$ cat src/hw/rtl/pwr_pkg.sv
// Shared types and constants for the pool window row address generator.
// No dependencies; used by every RTL file of the block.
`timescale 1ns / 1ps

package pwr_pkg;

  localparam int POS_W   = 10;  // output column / row position
  localparam int ROW_W   = 32;  // input row id
  localparam int CNT_W   = 7;   // item count within one window (up to 64)
  localparam int WIN_W   = 4;   // window side
  localparam int PAD_W   = 3;   // padding
  localparam int REG_W   = 11;  // widest configuration register
  localparam int DIM_W   = 13;  // clamped image dimension (covers MAX_DIM up to 4096)
  localparam int COORD_W = 16;  // signed window coordinate
  localparam int IDX_W   = 4;   // configuration register index

  localparam logic [IDX_W-1:0] REG_WINDOW_HEIGHT = 4'd0;
  localparam logic [IDX_W-1:0] REG_WINDOW_WIDTH  = 4'd1;
  localparam logic [IDX_W-1:0] REG_PAD_TOP       = 4'd2;
  localparam logic [IDX_W-1:0] REG_PAD_LEFT      = 4'd3;
  localparam logic [IDX_W-1:0] REG_INPUT_HEIGHT  = 4'd4;
  localparam logic [IDX_W-1:0] REG_INPUT_WIDTH   = 4'd5;
  localparam logic [IDX_W-1:0] REG_OUTPUT_HEIGHT = 4'd6;
  localparam logic [IDX_W-1:0] REG_OUTPUT_WIDTH  = 4'd7;

  localparam logic CMD_LOAD     = 1'b0;
  localparam logic CMD_GENERATE = 1'b1;

  localparam logic KIND_READ = 1'b0;
  localparam logic KIND_PAD  = 1'b1;

  // Configuration after range clamping.
  typedef struct packed {
    logic [WIN_W-1:0] wh;
    logic [WIN_W-1:0] ww;
    logic [PAD_W-1:0] pad_top;
    logic [PAD_W-1:0] pad_left;
    logic [DIM_W-1:0] ih;
    logic [DIM_W-1:0] iw;
    logic [DIM_W-1:0] oh;
    logic [DIM_W-1:0] ow;
  } cfg_t;

  typedef enum logic [2:0] {
    ST_IDLE,
    ST_MUL,
    ST_ROW,
    ST_EMIT,
    ST_PAD,
    ST_ADV,
    ST_BATCH
  } state_t;

endpackage

$ cat src/hw/rtl/pwr_mul_unit.sv
// Shared registered multiplier: input width times a selected operand.
// Depends on pwr_pkg for widths.
`timescale 1ns / 1ps

module pwr_mul_unit (
  input  logic                              clk,
  input  logic [pwr_pkg::DIM_W-1:0]         mul_a,
  input  logic [pwr_pkg::COORD_W-1:0]       mul_b,
  output logic [pwr_pkg::ROW_W-1:0]         prod_r
);

  logic [pwr_pkg::ROW_W-1:0] prod_nxt;

  assign prod_nxt = pwr_pkg::ROW_W'(mul_a) * pwr_pkg::ROW_W'(mul_b);

  always_ff @(posedge clk) begin
    prod_r <= prod_nxt;
  end

endmodule

$ cat src/hw/rtl/pwr_seq.sv
// Sequencer and address datapath: window bounds, row id walk, pad item,
// output register and position advance. Depends on pwr_pkg and pwr_mul_unit.
`timescale 1ns / 1ps

module pwr_seq #(
  parameter int ROW_STEP = 2,
  parameter int COL_STEP = 2
) (
  input  logic                          clk,
  input  logic                          rst_n,
  input  pwr_pkg::cfg_t                 cfg,
  input  logic                          in_valid,
  output logic                          in_stall,
  input  logic                          in_cmd,
  input  logic [pwr_pkg::POS_W-1:0]     in_start_col,
  input  logic [pwr_pkg::POS_W-1:0]     in_start_row,
  input  logic [pwr_pkg::ROW_W-1:0]     in_start_base,
  output logic                          out_valid,
  input  logic                          out_stall,
  output logic                          out_kind,
  output logic [pwr_pkg::ROW_W-1:0]     out_row_id,
  output logic [pwr_pkg::CNT_W-1:0]     out_pad_count,
  output logic                          out_last
);

  pwr_pkg::state_t state_r, state_nxt;

  logic [pwr_pkg::POS_W-1:0]          out_col_r, out_col_nxt;
  logic [pwr_pkg::POS_W-1:0]          out_row_r, out_row_nxt;
  logic [pwr_pkg::ROW_W-1:0]          batch_base_r, batch_base_nxt;

  logic signed [pwr_pkg::COORD_W-1:0] h_r, h_nxt, h_end_r, h_end_nxt;
  logic signed [pwr_pkg::COORD_W-1:0] w_r, w_nxt, w_start_r, w_start_nxt, w_end_r, w_end_nxt;
  logic [pwr_pkg::CNT_W-1:0]          n_r, n_nxt, full_r, full_nxt;
  logic                               empty_r, empty_nxt;
  logic [pwr_pkg::ROW_W-1:0]          row_addr_r, row_addr_nxt;

  logic                               out_valid_r, out_valid_nxt;
  logic                               out_kind_r, out_kind_nxt;
  logic [pwr_pkg::ROW_W-1:0]          out_row_id_r, out_row_id_nxt;
  logic [pwr_pkg::CNT_W-1:0]          out_pad_count_r, out_pad_count_nxt;
  logic                               out_last_r, out_last_nxt;

  logic signed [pwr_pkg::COORD_W-1:0] sh_raw, eh_raw, sw_raw, ew_raw;
  logic signed [pwr_pkg::COORD_W-1:0] sh_c, eh_c, sw_c, ew_c;
  logic [pwr_pkg::COORD_W-1:0]        mul_b;
  logic [pwr_pkg::ROW_W-1:0]          prod_r;
  logic                               out_free, in_xfer, row_done, last_read;
  logic [pwr_pkg::CNT_W-1:0]          cnt_inc;
  logic [pwr_pkg::POS_W:0]            next_col, next_row;

  pwr_mul_unit u_mul (
    .clk    (clk),
    .mul_a  (cfg.iw),
    .mul_b  (mul_b),
    .prod_r (prod_r)
  );

  // The multiplier forms iw * first_row while the window is set up and
  // iw * ih while the batch base advances.
  assign mul_b = (state_r == pwr_pkg::ST_ADV) ? pwr_pkg::COORD_W'(cfg.ih)
                                              : pwr_pkg::COORD_W'(h_r);

  assign in_stall = (state_r != pwr_pkg::ST_IDLE);
  assign in_xfer  = in_valid && !in_stall;
  assign out_free = !out_valid_r || !out_stall;

  // Window bounds before and after clipping to the input image.
  always_comb begin
    sh_raw = signed'(pwr_pkg::COORD_W'(out_row_r) * pwr_pkg::COORD_W'(ROW_STEP)
                     - pwr_pkg::COORD_W'(cfg.pad_top));
    sw_raw = signed'(pwr_pkg::COORD_W'(out_col_r) * pwr_pkg::COORD_W'(COL_STEP)
                     - pwr_pkg::COORD_W'(cfg.pad_left));
    eh_raw = sh_raw + signed'(pwr_pkg::COORD_W'(cfg.wh));
    ew_raw = sw_raw + signed'(pwr_pkg::COORD_W'(cfg.ww));
    sh_c   = (sh_raw < 0) ? '0 : sh_raw;
    sw_c   = (sw_raw < 0) ? '0 : sw_raw;
    eh_c   = (eh_raw > signed'(pwr_pkg::COORD_W'(cfg.ih))) ?
             signed'(pwr_pkg::COORD_W'(cfg.ih)) : eh_raw;
    ew_c   = (ew_raw > signed'(pwr_pkg::COORD_W'(cfg.iw))) ?
             signed'(pwr_pkg::COORD_W'(cfg.iw)) : ew_raw;
  end

  assign row_done  = (w_r + 16'sd1 == w_end_r);
  assign last_read = row_done && (h_r + 16'sd1 == h_end_r);
  assign cnt_inc   = n_r + 7'd1;
  assign next_col  = {1'b0, out_col_r} + 11'd1;
  assign next_row  = {1'b0, out_row_r} + 11'd1;

  always_comb begin
    state_nxt         = state_r;
    out_col_nxt       = out_col_r;
    out_row_nxt       = out_row_r;
    batch_base_nxt    = batch_base_r;
    h_nxt             = h_r;
    h_end_nxt         = h_end_r;
    w_nxt             = w_r;
    w_start_nxt       = w_start_r;
    w_end_nxt         = w_end_r;
    n_nxt             = n_r;
    full_nxt          = full_r;
    empty_nxt         = empty_r;
    row_addr_nxt      = row_addr_r;
    out_valid_nxt     = out_valid_r && out_stall;
    out_kind_nxt      = out_kind_r;
    out_row_id_nxt    = out_row_id_r;
    out_pad_count_nxt = out_pad_count_r;
    out_last_nxt      = out_last_r;

    case (state_r)
      pwr_pkg::ST_IDLE: begin
        if (in_xfer) begin
          if (in_cmd == pwr_pkg::CMD_LOAD) begin
            out_col_nxt    = in_start_col;
            out_row_nxt    = in_start_row;
            batch_base_nxt = in_start_base;
          end else begin
            h_nxt       = sh_c;
            h_end_nxt   = eh_c;
            w_nxt       = sw_c;
            w_start_nxt = sw_c;
            w_end_nxt   = ew_c;
            n_nxt       = '0;
            full_nxt    = pwr_pkg::CNT_W'(cfg.wh) * pwr_pkg::CNT_W'(cfg.ww);
            empty_nxt   = (sh_c >= eh_c) || (sw_c >= ew_c);
            state_nxt   = pwr_pkg::ST_MUL;
          end
        end
      end
      pwr_pkg::ST_MUL: begin
        state_nxt = pwr_pkg::ST_ROW;
      end
      pwr_pkg::ST_ROW: begin
        row_addr_nxt = batch_base_r + prod_r;
        state_nxt    = empty_r ? pwr_pkg::ST_PAD : pwr_pkg::ST_EMIT;
      end
      pwr_pkg::ST_EMIT: begin
        if (out_free) begin
          out_valid_nxt     = 1'b1;
          out_kind_nxt      = pwr_pkg::KIND_READ;
          out_row_id_nxt    = row_addr_r + pwr_pkg::ROW_W'(unsigned'(w_r));
          out_pad_count_nxt = '0;
          out_last_nxt      = last_read && (cnt_inc == full_r);
          n_nxt             = cnt_inc;
          if (row_done) begin
            w_nxt        = w_start_r;
            h_nxt        = h_r + 16'sd1;
            row_addr_nxt = row_addr_r + pwr_pkg::ROW_W'(cfg.iw);
          end else begin
            w_nxt = w_r + 16'sd1;
          end
          if (last_read) begin
            state_nxt = (cnt_inc == full_r) ? pwr_pkg::ST_ADV : pwr_pkg::ST_PAD;
          end
        end
      end
      pwr_pkg::ST_PAD: begin
        if (out_free) begin
          out_valid_nxt     = 1'b1;
          out_kind_nxt      = pwr_pkg::KIND_PAD;
          out_row_id_nxt    = '0;
          out_pad_count_nxt = full_r - n_r;
          out_last_nxt      = 1'b1;
          state_nxt         = pwr_pkg::ST_ADV;
        end
      end
      pwr_pkg::ST_ADV: begin
        state_nxt = pwr_pkg::ST_IDLE;
        if (pwr_pkg::DIM_W'(next_col) >= cfg.ow) begin
          out_col_nxt = '0;
          if (pwr_pkg::DIM_W'(next_row) >= cfg.oh) begin
            out_row_nxt = '0;
            state_nxt   = pwr_pkg::ST_BATCH;
          end else begin
            out_row_nxt = next_row[pwr_pkg::POS_W-1:0];
          end
        end else begin
          out_col_nxt = next_col[pwr_pkg::POS_W-1:0];
        end
      end
      pwr_pkg::ST_BATCH: begin
        batch_base_nxt = batch_base_r + prod_r;
        state_nxt      = pwr_pkg::ST_IDLE;
      end
      default: begin
        state_nxt = pwr_pkg::ST_IDLE;
      end
    endcase
  end

  always_ff @(posedge clk) begin
    if (!rst_n) begin
      state_r      <= pwr_pkg::ST_IDLE;
      out_valid_r  <= 1'b0;
      out_col_r    <= '0;
      out_row_r    <= '0;
      batch_base_r <= '0;
    end else begin
      state_r      <= state_nxt;
      out_valid_r  <= out_valid_nxt;
      out_col_r    <= out_col_nxt;
      out_row_r    <= out_row_nxt;
      batch_base_r <= batch_base_nxt;
    end
  end

  always_ff @(posedge clk) begin
    h_r             <= h_nxt;
    h_end_r         <= h_end_nxt;
    w_r             <= w_nxt;
    w_start_r       <= w_start_nxt;
    w_end_r         <= w_end_nxt;
    n_r             <= n_nxt;
    full_r          <= full_nxt;
    empty_r         <= empty_nxt;
    row_addr_r      <= row_addr_nxt;
    out_kind_r      <= out_kind_nxt;
    out_row_id_r    <= out_row_id_nxt;
    out_pad_count_r <= out_pad_count_nxt;
    out_last_r      <= out_last_nxt;
  end

  assign out_valid     = out_valid_r;
  assign out_kind      = out_kind_r;
  assign out_row_id    = out_row_id_r;
  assign out_pad_count = out_pad_count_r;
  assign out_last      = out_last_r;

endmodule

$ cat src/hw/rtl/pool_window_row_address_gen_top.sv
// Channel     | Direction | Ports
// ------------+-----------+-----------------------------------------------------
// command     | in        | in_valid, in_stall, in_cmd, in_start_col/row/base
// row address | out       | out_valid, out_stall, out_kind, out_row_id,
//             |           | out_pad_count, out_last
// config      | in        | cfg_we, cfg_index, cfg_wdata (write only)
//
// A load command sets the start column, row and batch base. A generate command
// steps through MUL, ROW, the read items, a pad item if any, and ADV, plus BATCH
// when the batch wraps; the output register moves one item per cycle unless
// stalled, and the shared multiplier gives the first-row offset, then batch step.
// Reset is synchronous, active low; it restores register defaults and clears
// the position. A stall on the output holds the walk where it stands.
// Top level: configuration registers and clamping; depends on pwr_pkg and pwr_seq.
`timescale 1ns / 1ps

module pool_window_row_address_gen_top #(
  parameter int ROW_STEP        = 2,
  parameter int COL_STEP        = 2,
  parameter int MAX_WINDOW_SIDE = 8,
  parameter int MAX_DIM         = 1024
) (
  input  logic                          clk,
  input  logic                          rst_n,
  input  logic                          in_valid,
  output logic                          in_stall,
  input  logic                          in_cmd,
  input  logic [pwr_pkg::POS_W-1:0]     in_start_col,
  input  logic [pwr_pkg::POS_W-1:0]     in_start_row,
  input  logic [pwr_pkg::ROW_W-1:0]     in_start_base,
  output logic                          out_valid,
  input  logic                          out_stall,
  output logic                          out_kind,
  output logic [pwr_pkg::ROW_W-1:0]     out_row_id,
  output logic [pwr_pkg::CNT_W-1:0]     out_pad_count,
  output logic                          out_last,
  input  logic                          cfg_we,
  input  logic [pwr_pkg::IDX_W-1:0]     cfg_index,
  input  logic [pwr_pkg::REG_W-1:0]     cfg_wdata
);

  logic [pwr_pkg::WIN_W-1:0] wh_r, ww_r;
  logic [pwr_pkg::PAD_W-1:0] pad_top_r, pad_left_r;
  logic [pwr_pkg::REG_W-1:0] ih_r, iw_r, oh_r, ow_r;
  pwr_pkg::cfg_t             cfg;

  always_ff @(posedge clk) begin
    if (!rst_n) begin
      wh_r       <= 4'd2;
      ww_r       <= 4'd2;
      pad_top_r  <= '0;
      pad_left_r <= '0;
      ih_r       <= 11'd1;
      iw_r       <= 11'd1;
      oh_r       <= 11'd1;
      ow_r       <= 11'd1;
    end else if (cfg_we) begin
      case (cfg_index)
        pwr_pkg::REG_WINDOW_HEIGHT: wh_r       <= cfg_wdata[pwr_pkg::WIN_W-1:0];
        pwr_pkg::REG_WINDOW_WIDTH:  ww_r       <= cfg_wdata[pwr_pkg::WIN_W-1:0];
        pwr_pkg::REG_PAD_TOP:       pad_top_r  <= cfg_wdata[pwr_pkg::PAD_W-1:0];
        pwr_pkg::REG_PAD_LEFT:      pad_left_r <= cfg_wdata[pwr_pkg::PAD_W-1:0];
        pwr_pkg::REG_INPUT_HEIGHT:  ih_r       <= cfg_wdata;
        pwr_pkg::REG_INPUT_WIDTH:   iw_r       <= cfg_wdata;
        pwr_pkg::REG_OUTPUT_HEIGHT: oh_r       <= cfg_wdata;
        pwr_pkg::REG_OUTPUT_WIDTH:  ow_r       <= cfg_wdata;
        default: begin
        end
      endcase
    end
  end

  // Out-of-range settings are pulled into their legal range.
  function automatic logic [pwr_pkg::DIM_W-1:0] clamp_dim(input logic [pwr_pkg::REG_W-1:0] v);
    logic [pwr_pkg::DIM_W-1:0] ext;
    ext = pwr_pkg::DIM_W'(v);
    if (v == '0) begin
      clamp_dim = pwr_pkg::DIM_W'(1);
    end else if (ext > pwr_pkg::DIM_W'(MAX_DIM)) begin
      clamp_dim = pwr_pkg::DIM_W'(MAX_DIM);
    end else begin
      clamp_dim = ext;
    end
  endfunction

  function automatic logic [pwr_pkg::WIN_W-1:0] clamp_win(input logic [pwr_pkg::WIN_W-1:0] v);
    if (v == '0) begin
      clamp_win = pwr_pkg::WIN_W'(1);
    end else if (v > pwr_pkg::WIN_W'(MAX_WINDOW_SIDE)) begin
      clamp_win = pwr_pkg::WIN_W'(MAX_WINDOW_SIDE);
    end else begin
      clamp_win = v;
    end
  endfunction

  always_comb begin
    cfg.wh       = clamp_win(wh_r);
    cfg.ww       = clamp_win(ww_r);
    cfg.pad_top  = pad_top_r;
    cfg.pad_left = pad_left_r;
    cfg.ih       = clamp_dim(ih_r);
    cfg.iw       = clamp_dim(iw_r);
    cfg.oh       = clamp_dim(oh_r);
    cfg.ow       = clamp_dim(ow_r);
  end

  pwr_seq #(
    .ROW_STEP (ROW_STEP),
    .COL_STEP (COL_STEP)
  ) u_seq (
    .clk           (clk),
    .rst_n         (rst_n),
    .cfg           (cfg),
    .in_valid      (in_valid),
    .in_stall      (in_stall),
    .in_cmd        (in_cmd),
    .in_start_col  (in_start_col),
    .in_start_row  (in_start_row),
    .in_start_base (in_start_base),
    .out_valid     (out_valid),
    .out_stall     (out_stall),
    .out_kind      (out_kind),
    .out_row_id    (out_row_id),
    .out_pad_count (out_pad_count),
    .out_last      (out_last)
  );

endmodule

$ cat config.mk
export PLATFORM = sky130hd
export DESIGN_NAME = pool_window_row_address_gen_top
export DESIGN_NICKNAME = d
export VERILOG_FILES = /design/src/hw/rtl/pwr_pkg.sv /design/src/hw/rtl/pwr_mul_unit.sv /design/src/hw/rtl/pwr_seq.sv /design/src/hw/rtl/pool_window_row_address_gen_top.sv
export SDC_FILE = /design/constraint.sdc
export NUM_CORES = 1
export LEC_CHECK = 0
export ABC_CLOCK_PERIOD_IN_PS = 13800
export BUFFER_PORTS_ARGS = -buffer_cell sky130_fd_sc_hd__buf_2
export CORE_ASPECT_RATIO = 1.2
export CORE_MARGIN = 1
export CORE_UTILIZATION = 50
export CTS_CLUSTER_DIAMETER = 60
export DETAILED_ROUTE_END_ITERATION = 8
export PLACE_DENSITY = 0.74
export SLEW_MARGIN = 20
export SYNTH_ARGS = -nofsm -noshare
export SYNTH_HDL_FRONTEND = slang
export SYNTH_SLANG_ARGS = --single-unit
$ cat constraint.sdc
create_clock -name clk -period 13.8 [get_ports clk]
set_clock_uncertainty 0.1 [all_clocks]
set_input_delay 2.07 -clock clk [delete_from_list [all_inputs] [get_ports clk]]
set_output_delay 2.07 -clock clk [all_outputs]
set_load 0.01 [all_outputs]
==> results.yml, run 1 <==
grt:
  grt_pass1_vias: 21640
  antenna_found_initial: 1
  grt_overflow: 0
  grt_pass1_wl_um: 116500
  grt_start_max_net_pins: 88
  grt_usage_pct: 28.39
worst_setup_path:
  crit_fanout: 48
  cp.arrival_ps: 7810
  r2r_slack_ps: 6360
  reg2regPathDepth: 21
  startpoint_type: "flop"
  r2r_start: "u_seq.state_r[0]"
  cp-end-kind: "flop"
  setup.worst_path.class: "reg -> reg"
  worstPathRequired_ps: 14170
  worstReg2RegEnd: "u_seq.u_mul.prod_r[26]"
power:
  finalPower_mw: 4.552
  powerDensity_nw_per_um2: 161.6
  power_leakage_nw: 11.95
  vdd.ir_drop.worst_v: 0.0001246
cells_and_area:
  finish.net_count: 3402
  final_layout_size_suffix_gt1_share_pct: 8.991
  syn2layout_area_growth_pct: 9.367
  fin_util_pct: 55.70
  fillers: 4466
  stdcell_count: 3647
  diodes: 0
floorplan:
  io_pins: 116
  die_w_um: 209.2
  fp.dieH_um: 250.6
  start_util_pct: 50.93
  die_area_um2: 52420
  rows: 90
  core_area_um2: 50560
clocking:
  cts_setup_buffers: 0
  cts_buffers: 37
  cts-root-buf: "clkbuf_16"
  path_clk_slew_ps: 70
  cts_buffer_depth: 3
  postCtsHoldBufs: 0
  clock_sinks: 298
  clkLatencyLatePin_ps: 580
  htree_levels: 2
  cts_tree: "yes"
  cts_resized: 0
placement:
  hpwl_um: 57890
  gp_congestion: 0.9599
  dp.cells: 3579
  portBuffers: 115
synthesis:
  synth_top_area_cell: "edfxtp_1"
  ys_seq_area_share_pct: 29.27
  async_flop_share_pct: 0
  netlist_area_um2: 25750
  syn_inst: 2915
  synth-seq-cells: 298
  syn_area_per_cell_um2: 8.834
  synth_edf_count: 157
  syn_nets: 3343
  synth.area.top_cells: "edfxtp_1, dfxtp_1, fa_1, ha_1, nand2_1"
  ys_warn_count: 0
  synthFlopType: "edfxtp_1"
  ys_top_cells_by_count: "nand2_1, nor2_1, ha_1, inv_1, edfxtp_1"
  synth_cell_types: 89
  synth.most_common_cell: "nand2_1"
  yosysTopAreaCellShare_pct: 18.31
drt:
  first_pass_iters: 5
  num_vias: 21650
  via_per_inst: 5.937
  drt-initial-drc-count: 1512
  wl_per_cell_um: 20.46
  drcViolationCount: 0
  drt-total-wl_um: 74630
  ant_nets: 0
worst_hold_path:
  hp-start: "ih_r[1]"
  hp-class: "reg -> reg"
  min_to: "ih_r[1]"
  min_path_cells: 2
timing:
  fin_crit_sh_pct: 53.89
  relSlewSlack_pct: 26.48
  slew_viol_final: 0
  holdWs_ps: 374.0
  hold_viol: 0
  tns_ps: 0
  max_freq_mhz: 134.5
  timing.final.crit_period_ps: 7437
  rsz0062_at_grt: "no"
  setup_violations: 0
  max_slew.worst_pin.slew_ps: 1103
job:
  maxCapViolCount: 0
run_status:
  status: "completed"
[report_power, final]
| group | internal [mW] | switching (mW) |
|---|---|---|
| logic | 0.832 | 1.32 |
| registers | 1.21 | 0.176 |
| clock network | 0.586 | 0.427 |
| total | 2.63 | 1.92 |
[cell families (layout without fill, tap and decap cells)]
| logic type | Yosys count | in the layout | share of synthesized area (%) |
|---|---|---|---|
| fa+ha+maj | 355 | 355 | 21.24 |
| compound gates | 518 | 518 | 13.16 |
| buf+inv | 344 | 432 | 5.184 |
| simple gates | 1091 | 1091 | 19.75 |
| mux | 114 | 114 | 4.553 |
| xor+xnor | 195 | 195 | 6.846 |
| flops | 298 | 298 | 29.27 |
[layout by cell type (no fill, tap or decap), types with 15 or more instances in the layout]
cell | synthesis | layout
and3_1 | 40 | 40
nor3_1 | 56 | 55
a21o_1 | 41 | 41
nand2_1 | 405 | 404
dfxtp_1 | 141 | 141
xnor2_1 | 114 | 114
fa_1 | 137 | 137
clkbuf_16 | 0 | 39
o21a_1 | 31 | 31
and2_1 | 25 | 25
o31ai_1 | 18 | 18
o21ai_1 | 19 | 20
edfxtp_1 | 157 | 157
mux2i_1 | 89 | 89
buf_4 | 3 | 24
buf_2 | 7 | 115
nor4_1 | 19 | 19
a311oi_1 | 15 | 15
a21oi_1 | 117 | 116
ha_1 | 218 | 218
nor2_1 | 302 | 300
nor2b_1 | 37 | 37
a211oi_1 | 30 | 30
nand3_1 | 64 | 64
or4_1 | 15 | 15
o21ai_0 | 111 | 110
xor2_1 | 77 | 77
or3_1 | 23 | 23
nand4_1 | 22 | 22
inv_1 | 213 | 213
a31oi_1 | 32 | 32
nand2b_1 | 27 | 27
mux2_1 | 18 | 18
[critical path, stage by stage (launching register included)]
cell	delay, ps
dfxtp_1	590
nand2_1	150
or2_2	670
nand2_1	210
a21boi_1	590
nor2_1	140
fa_1	530
fa_1	540
fa_1	560
inv_1	60
fa_1	520
inv_1	60
fa_1	480
ha_1	380
o211ai_1	270
nor2_1	80
a21oi_1	200
a21oi_1	150
a21oi_1	350
o31ai_1	160
a2111o_1	390
o211a_1	130
[metrics by stage]
step / worst slack, ps / instance area [um^2]
finish: 6363 / 28160
global route: 5928 / 28160
CTS: 6439 / 28150
detailed placement: 6468 / 26880
global placement: 6704 / 26880
floorplan: 7329 / 25750
[routing by layer]
layer  track usage (%)  vias to the layer above  share of wire (%)
met4             17.56                        2                6.6
met3             4.275                      235                5.9
met2             48.95                      850                 48
li1                  -                    10200                  -
met1             33.10                    10370                 39
met5                 0                        -              0.015
[how the worst max path moves through the flow]
| stage | startpoint | end | slack (ps) | cells past startpoint |
|---|---|---|---|---|
| floorplan | u_seq.state_r[2] | u_seq.u_mul.prod_r[26] | 7330 | 24 |
| global placement | u_seq.state_r[0] | u_seq.u_mul.prod_r[26] | 6700 | 21 |
| detailed placement | u_seq.state_r[0] | u_seq.u_mul.prod_r[26] | 6470 | 21 |
| CTS | u_seq.state_r[0] | u_seq.u_mul.prod_r[26] | 6440 | 21 |
| global route | u_seq.state_r[0] | u_seq.u_mul.prod_r[26] | 5930 | 21 |
| finish | u_seq.state_r[0] | u_seq.u_mul.prod_r[26] | 6360 | 21 |
[state kept, by name, indices dropped and copies added (netlist names), 13 cells and up]
| name | flops |
|---|---|
| u_seq.batch_base_r | 32 |
| u_seq.out_row_id | 32 |
| u_seq.w_end_r | 13 |
| u_seq.h_end_r | 13 |
| u_seq.h_r | 16 |
| u_seq.u_mul.prod_r | 27 |
| u_seq.row_addr_r | 32 |
| u_seq.w_r | 16 |
[layout make-up]
cell class	count	area, um^2	share of cell area (%)
clock buffers	47	1046	3.714
well taps	644	805.8	2.861
multi-input cells	2273	16960	60.20
flip-flops and latches	298	7537	26.76
inverters	225	844.6	2.999
clock inverters	21	220.2	0.7819
repair buffers	139	755.7	2.683
(Power assumes the default switching activity.)
==> run 2: changes to the inputs <==
--- a/config.mk
+++ b/config.mk
@@ -5,14 +5,14 @@
 export SDC_FILE = /design/constraint.sdc
 export NUM_CORES = 1
 export LEC_CHECK = 0
-export ABC_CLOCK_PERIOD_IN_PS = 13800
+export ABC_CLOCK_PERIOD_IN_PS = 6800
 export BUFFER_PORTS_ARGS = -buffer_cell sky130_fd_sc_hd__buf_2
 export CORE_ASPECT_RATIO = 1.2
 export CORE_MARGIN = 1
 export CORE_UTILIZATION = 50
 export CTS_CLUSTER_DIAMETER = 60
 export DETAILED_ROUTE_END_ITERATION = 8
-export PLACE_DENSITY = 0.74
+export PLACE_DENSITY = 0.77
 export SLEW_MARGIN = 20
 export SYNTH_ARGS = -nofsm -noshare
 export SYNTH_HDL_FRONTEND = slang
==> constraint.sdc (replaced) <==
create_clock -name clk -period 6.8 [get_ports clk]
set_clock_uncertainty 0.1 [all_clocks]
set_input_delay 1.02 -clock clk [delete_from_list [all_inputs] [get_ports clk]]
set_output_delay 1.02 -clock clk [all_outputs]
set_load 0.01 [all_outputs]
==> run 2 against run 1 <==
Against the previous run: sequential cell count did not move; sequential power rose by 100%; core utilization rose by 0.62 points; cell count rose by 0.90%; clock power rose by 100%; first-iteration DRC count fell by 3.8%; die area did not move.
==> results.yml, run 2 (synthesis results as in run 1) <==
cells_and_area:
  layout_common_cells: "nand2_1, nor2_1, ha_1, inv_1, edfxtp_1"
  final_common_cell: "nand2_1"
  finish.net_count: 3438
  final_layout_size_suffix_gt1_share_pct: 10.51
  syn2layout_area_growth_pct: 10.59
  diodes: 0
clocking:
  htree_levels: 2
  cts_buffers: 35
  cts-root-buf: "clkbuf_16"
  path_clk_slew_ps: 60
  clkLatencyLatePin_ps: 560
  postCtsHoldBufs: 0
  clock_sinks: 298
  cts_buffer_depth: 3
  cts_tree: "yes"
grt:
  grt_pass1_vias: 21660
  gr-usage-met3_pct: 3.310
  grt_usage_pct: 28.68
  grtUsageMet1_pct: 33.63
  grt_overflow: 0
  grt.busiest_layer: "met2"
  grt_pass1_wl_um: 117600
  antenna_found_initial: 0
  use_met2_pct: 50.77
  grt_start_max_net_pins: 82
worst_setup_path:
  worstReg2RegEnd: "u_seq.u_mul.prod_r[25]"
  startpoint: "u_seq.state_r[2]"
  reg2regPathDepth: 21
  cp-end-kind: "flop"
  setup.worst_path.class: "reg -> reg"
  cp.arrival_ps: 6860
  cp-endpoint: "u_seq.u_mul.prod_r[25]"
  r2r_slack_ps: 340
  worstPathRequired_ps: 7200
  startpoint_type: "flop"
  r2r_start: "u_seq.state_r[2]"
  crit_fanout: 19
power:
  powerDensity_nw_per_um2: 325.5
  seqPwrFrac_pct: 30.3
  vdd.ir_drop.worst_v: 0.0002249
  internal_power_mw: 5.380
  power_frac_comb_pct: 47.7
  clkPwrFrac_pct: 22.0
  finalPower_mw: 9.269
  p_sw_mw: 3.889
  power_leakage_nw: 12.13
  swShare_pct: 41.96
floorplan:
  fp.dieH_um: 250.6
  core_area_um2: 50560
  rows: 90
  io_pins: 116
  die_w_um: 209.2
  start_util_pct: 50.93
  die_area_um2: 52420
job:
  maxCapViolCount: 0
run_status:
  status: "completed"
drt:
  drcViolationCount: 0
  wl_per_cell_um: 20.48
  drt-total-wl_um: 75370
  drt-initial-drc-count: 1454
  ant_nets: 0
  num_vias: 21720
  first_pass_iters: 6
  via_per_inst: 5.901
worst_hold_path:
  hp-class: "reg -> reg"
timing:
  fin_crit_sh_pct: 95.01
  tns_ps: 0
  timing.final.crit_period_ps: 6460
  slew_viol_final: 0
  max_freq_mhz: 154.8
  relSlewSlack_pct: 24.20
  max_slew.worst_pin.slew_ps: 1137
  hold_viol: 0
  setup_violations: 0
placement:
  hpwl_um: 58770
  portBuffers: 115
  gp_congestion: 0.9616
## run 2: cell types whose count changed in the layout (fill, tap and decap cells not counted), sizes merged
cell,change
clkinvlp,+2
clkbuf,-9
or2,+1
clkinv,-1
bufinv,+3
buf,+37
## run 2: worst min path at each step
stage / from / endpoint / slack, ps / cells past startpoint
floorplan: ih_r[3] / ih_r[3] / 340 / 2
global placement: ih_r[3] / ih_r[3] / 360 / 2
detailed placement: ih_r[1] / ih_r[1] / 360 / 2
CTS: ih_r[1] / ih_r[1] / 370 / 2
global route: ih_r[1] / ih_r[1] / 400 / 2
finish: ih_r[1] / ih_r[1] / 370 / 2
## run 2: cell type report
type / instances / area [um^2]
Clock inverter: 25 / 341.6
Sequential cell: 298 / 7541
Inverter: 225 / 844.6
Clock buffer: 38 / 907.1
Timing Repair Buffer: 176 / 1033
Multi-Input combinational cell: 2274 / 17010
Tap cell: 644 / 805.8
Fill cell: 4462 / 22080
## run 2: routing by layer
layer	up-vias	part of all wire [%]
met5	-	0
met4	0	5.9
met3	221	5.1
met2	751	49
met1	10460	40
li1	10290	-
## run 2: worst max-delay path: stages (launching register included)
cell      delay, ps
dfxtp_1         330
nand2_1         170
or2_4           400
nand2_1         130
a21boi_0        520
nor2_1          130
fa_1            540
fa_1            520
fa_1            530
fa_1            550
inv_1            50
fa_1            540
inv_1            40
ha_1            360
a21oi_1         180
nor2b_1          90
nor4_1          250
o211ai_1        210
nand2_1         100
o21ai_0         130
or4_1           420
nand3_1          80
## run 2: stage by stage
stage               setup slack (ps)  util, %  hold WS, ps  cell area (um^2)  std cells
floorplan                      329.4        -        344.4             25750       2915
global placement               196.1    53.70        359.4             27150       3615
detailed placement             91.29    53.70        361.6             27150       3615
CTS                            53.99    56.17        368.9             28400       3678
global route                  -27.65    56.33        397.9             28480       3680
finish                         339.5    56.33        366.6             28480       3680
## run 2: timing repair
item	CTS	global route
setup endpoints to repair	0	10
setup buffers	0	1
resized for setup	0	17
## run 2: power by group through the flow
stage	sequential (mW)	clock, mW	combinational [mW]
6_report	2.81	2.03	4.42
5_1_grt	2.84	2.13	4.88
4_1_cts	2.80	2.07	4.36
3_5_place_dp	2.83	0	4.33
3_3_place_gp	2.82	0	4.21
2_1_floorplan	2.71	0	3.20
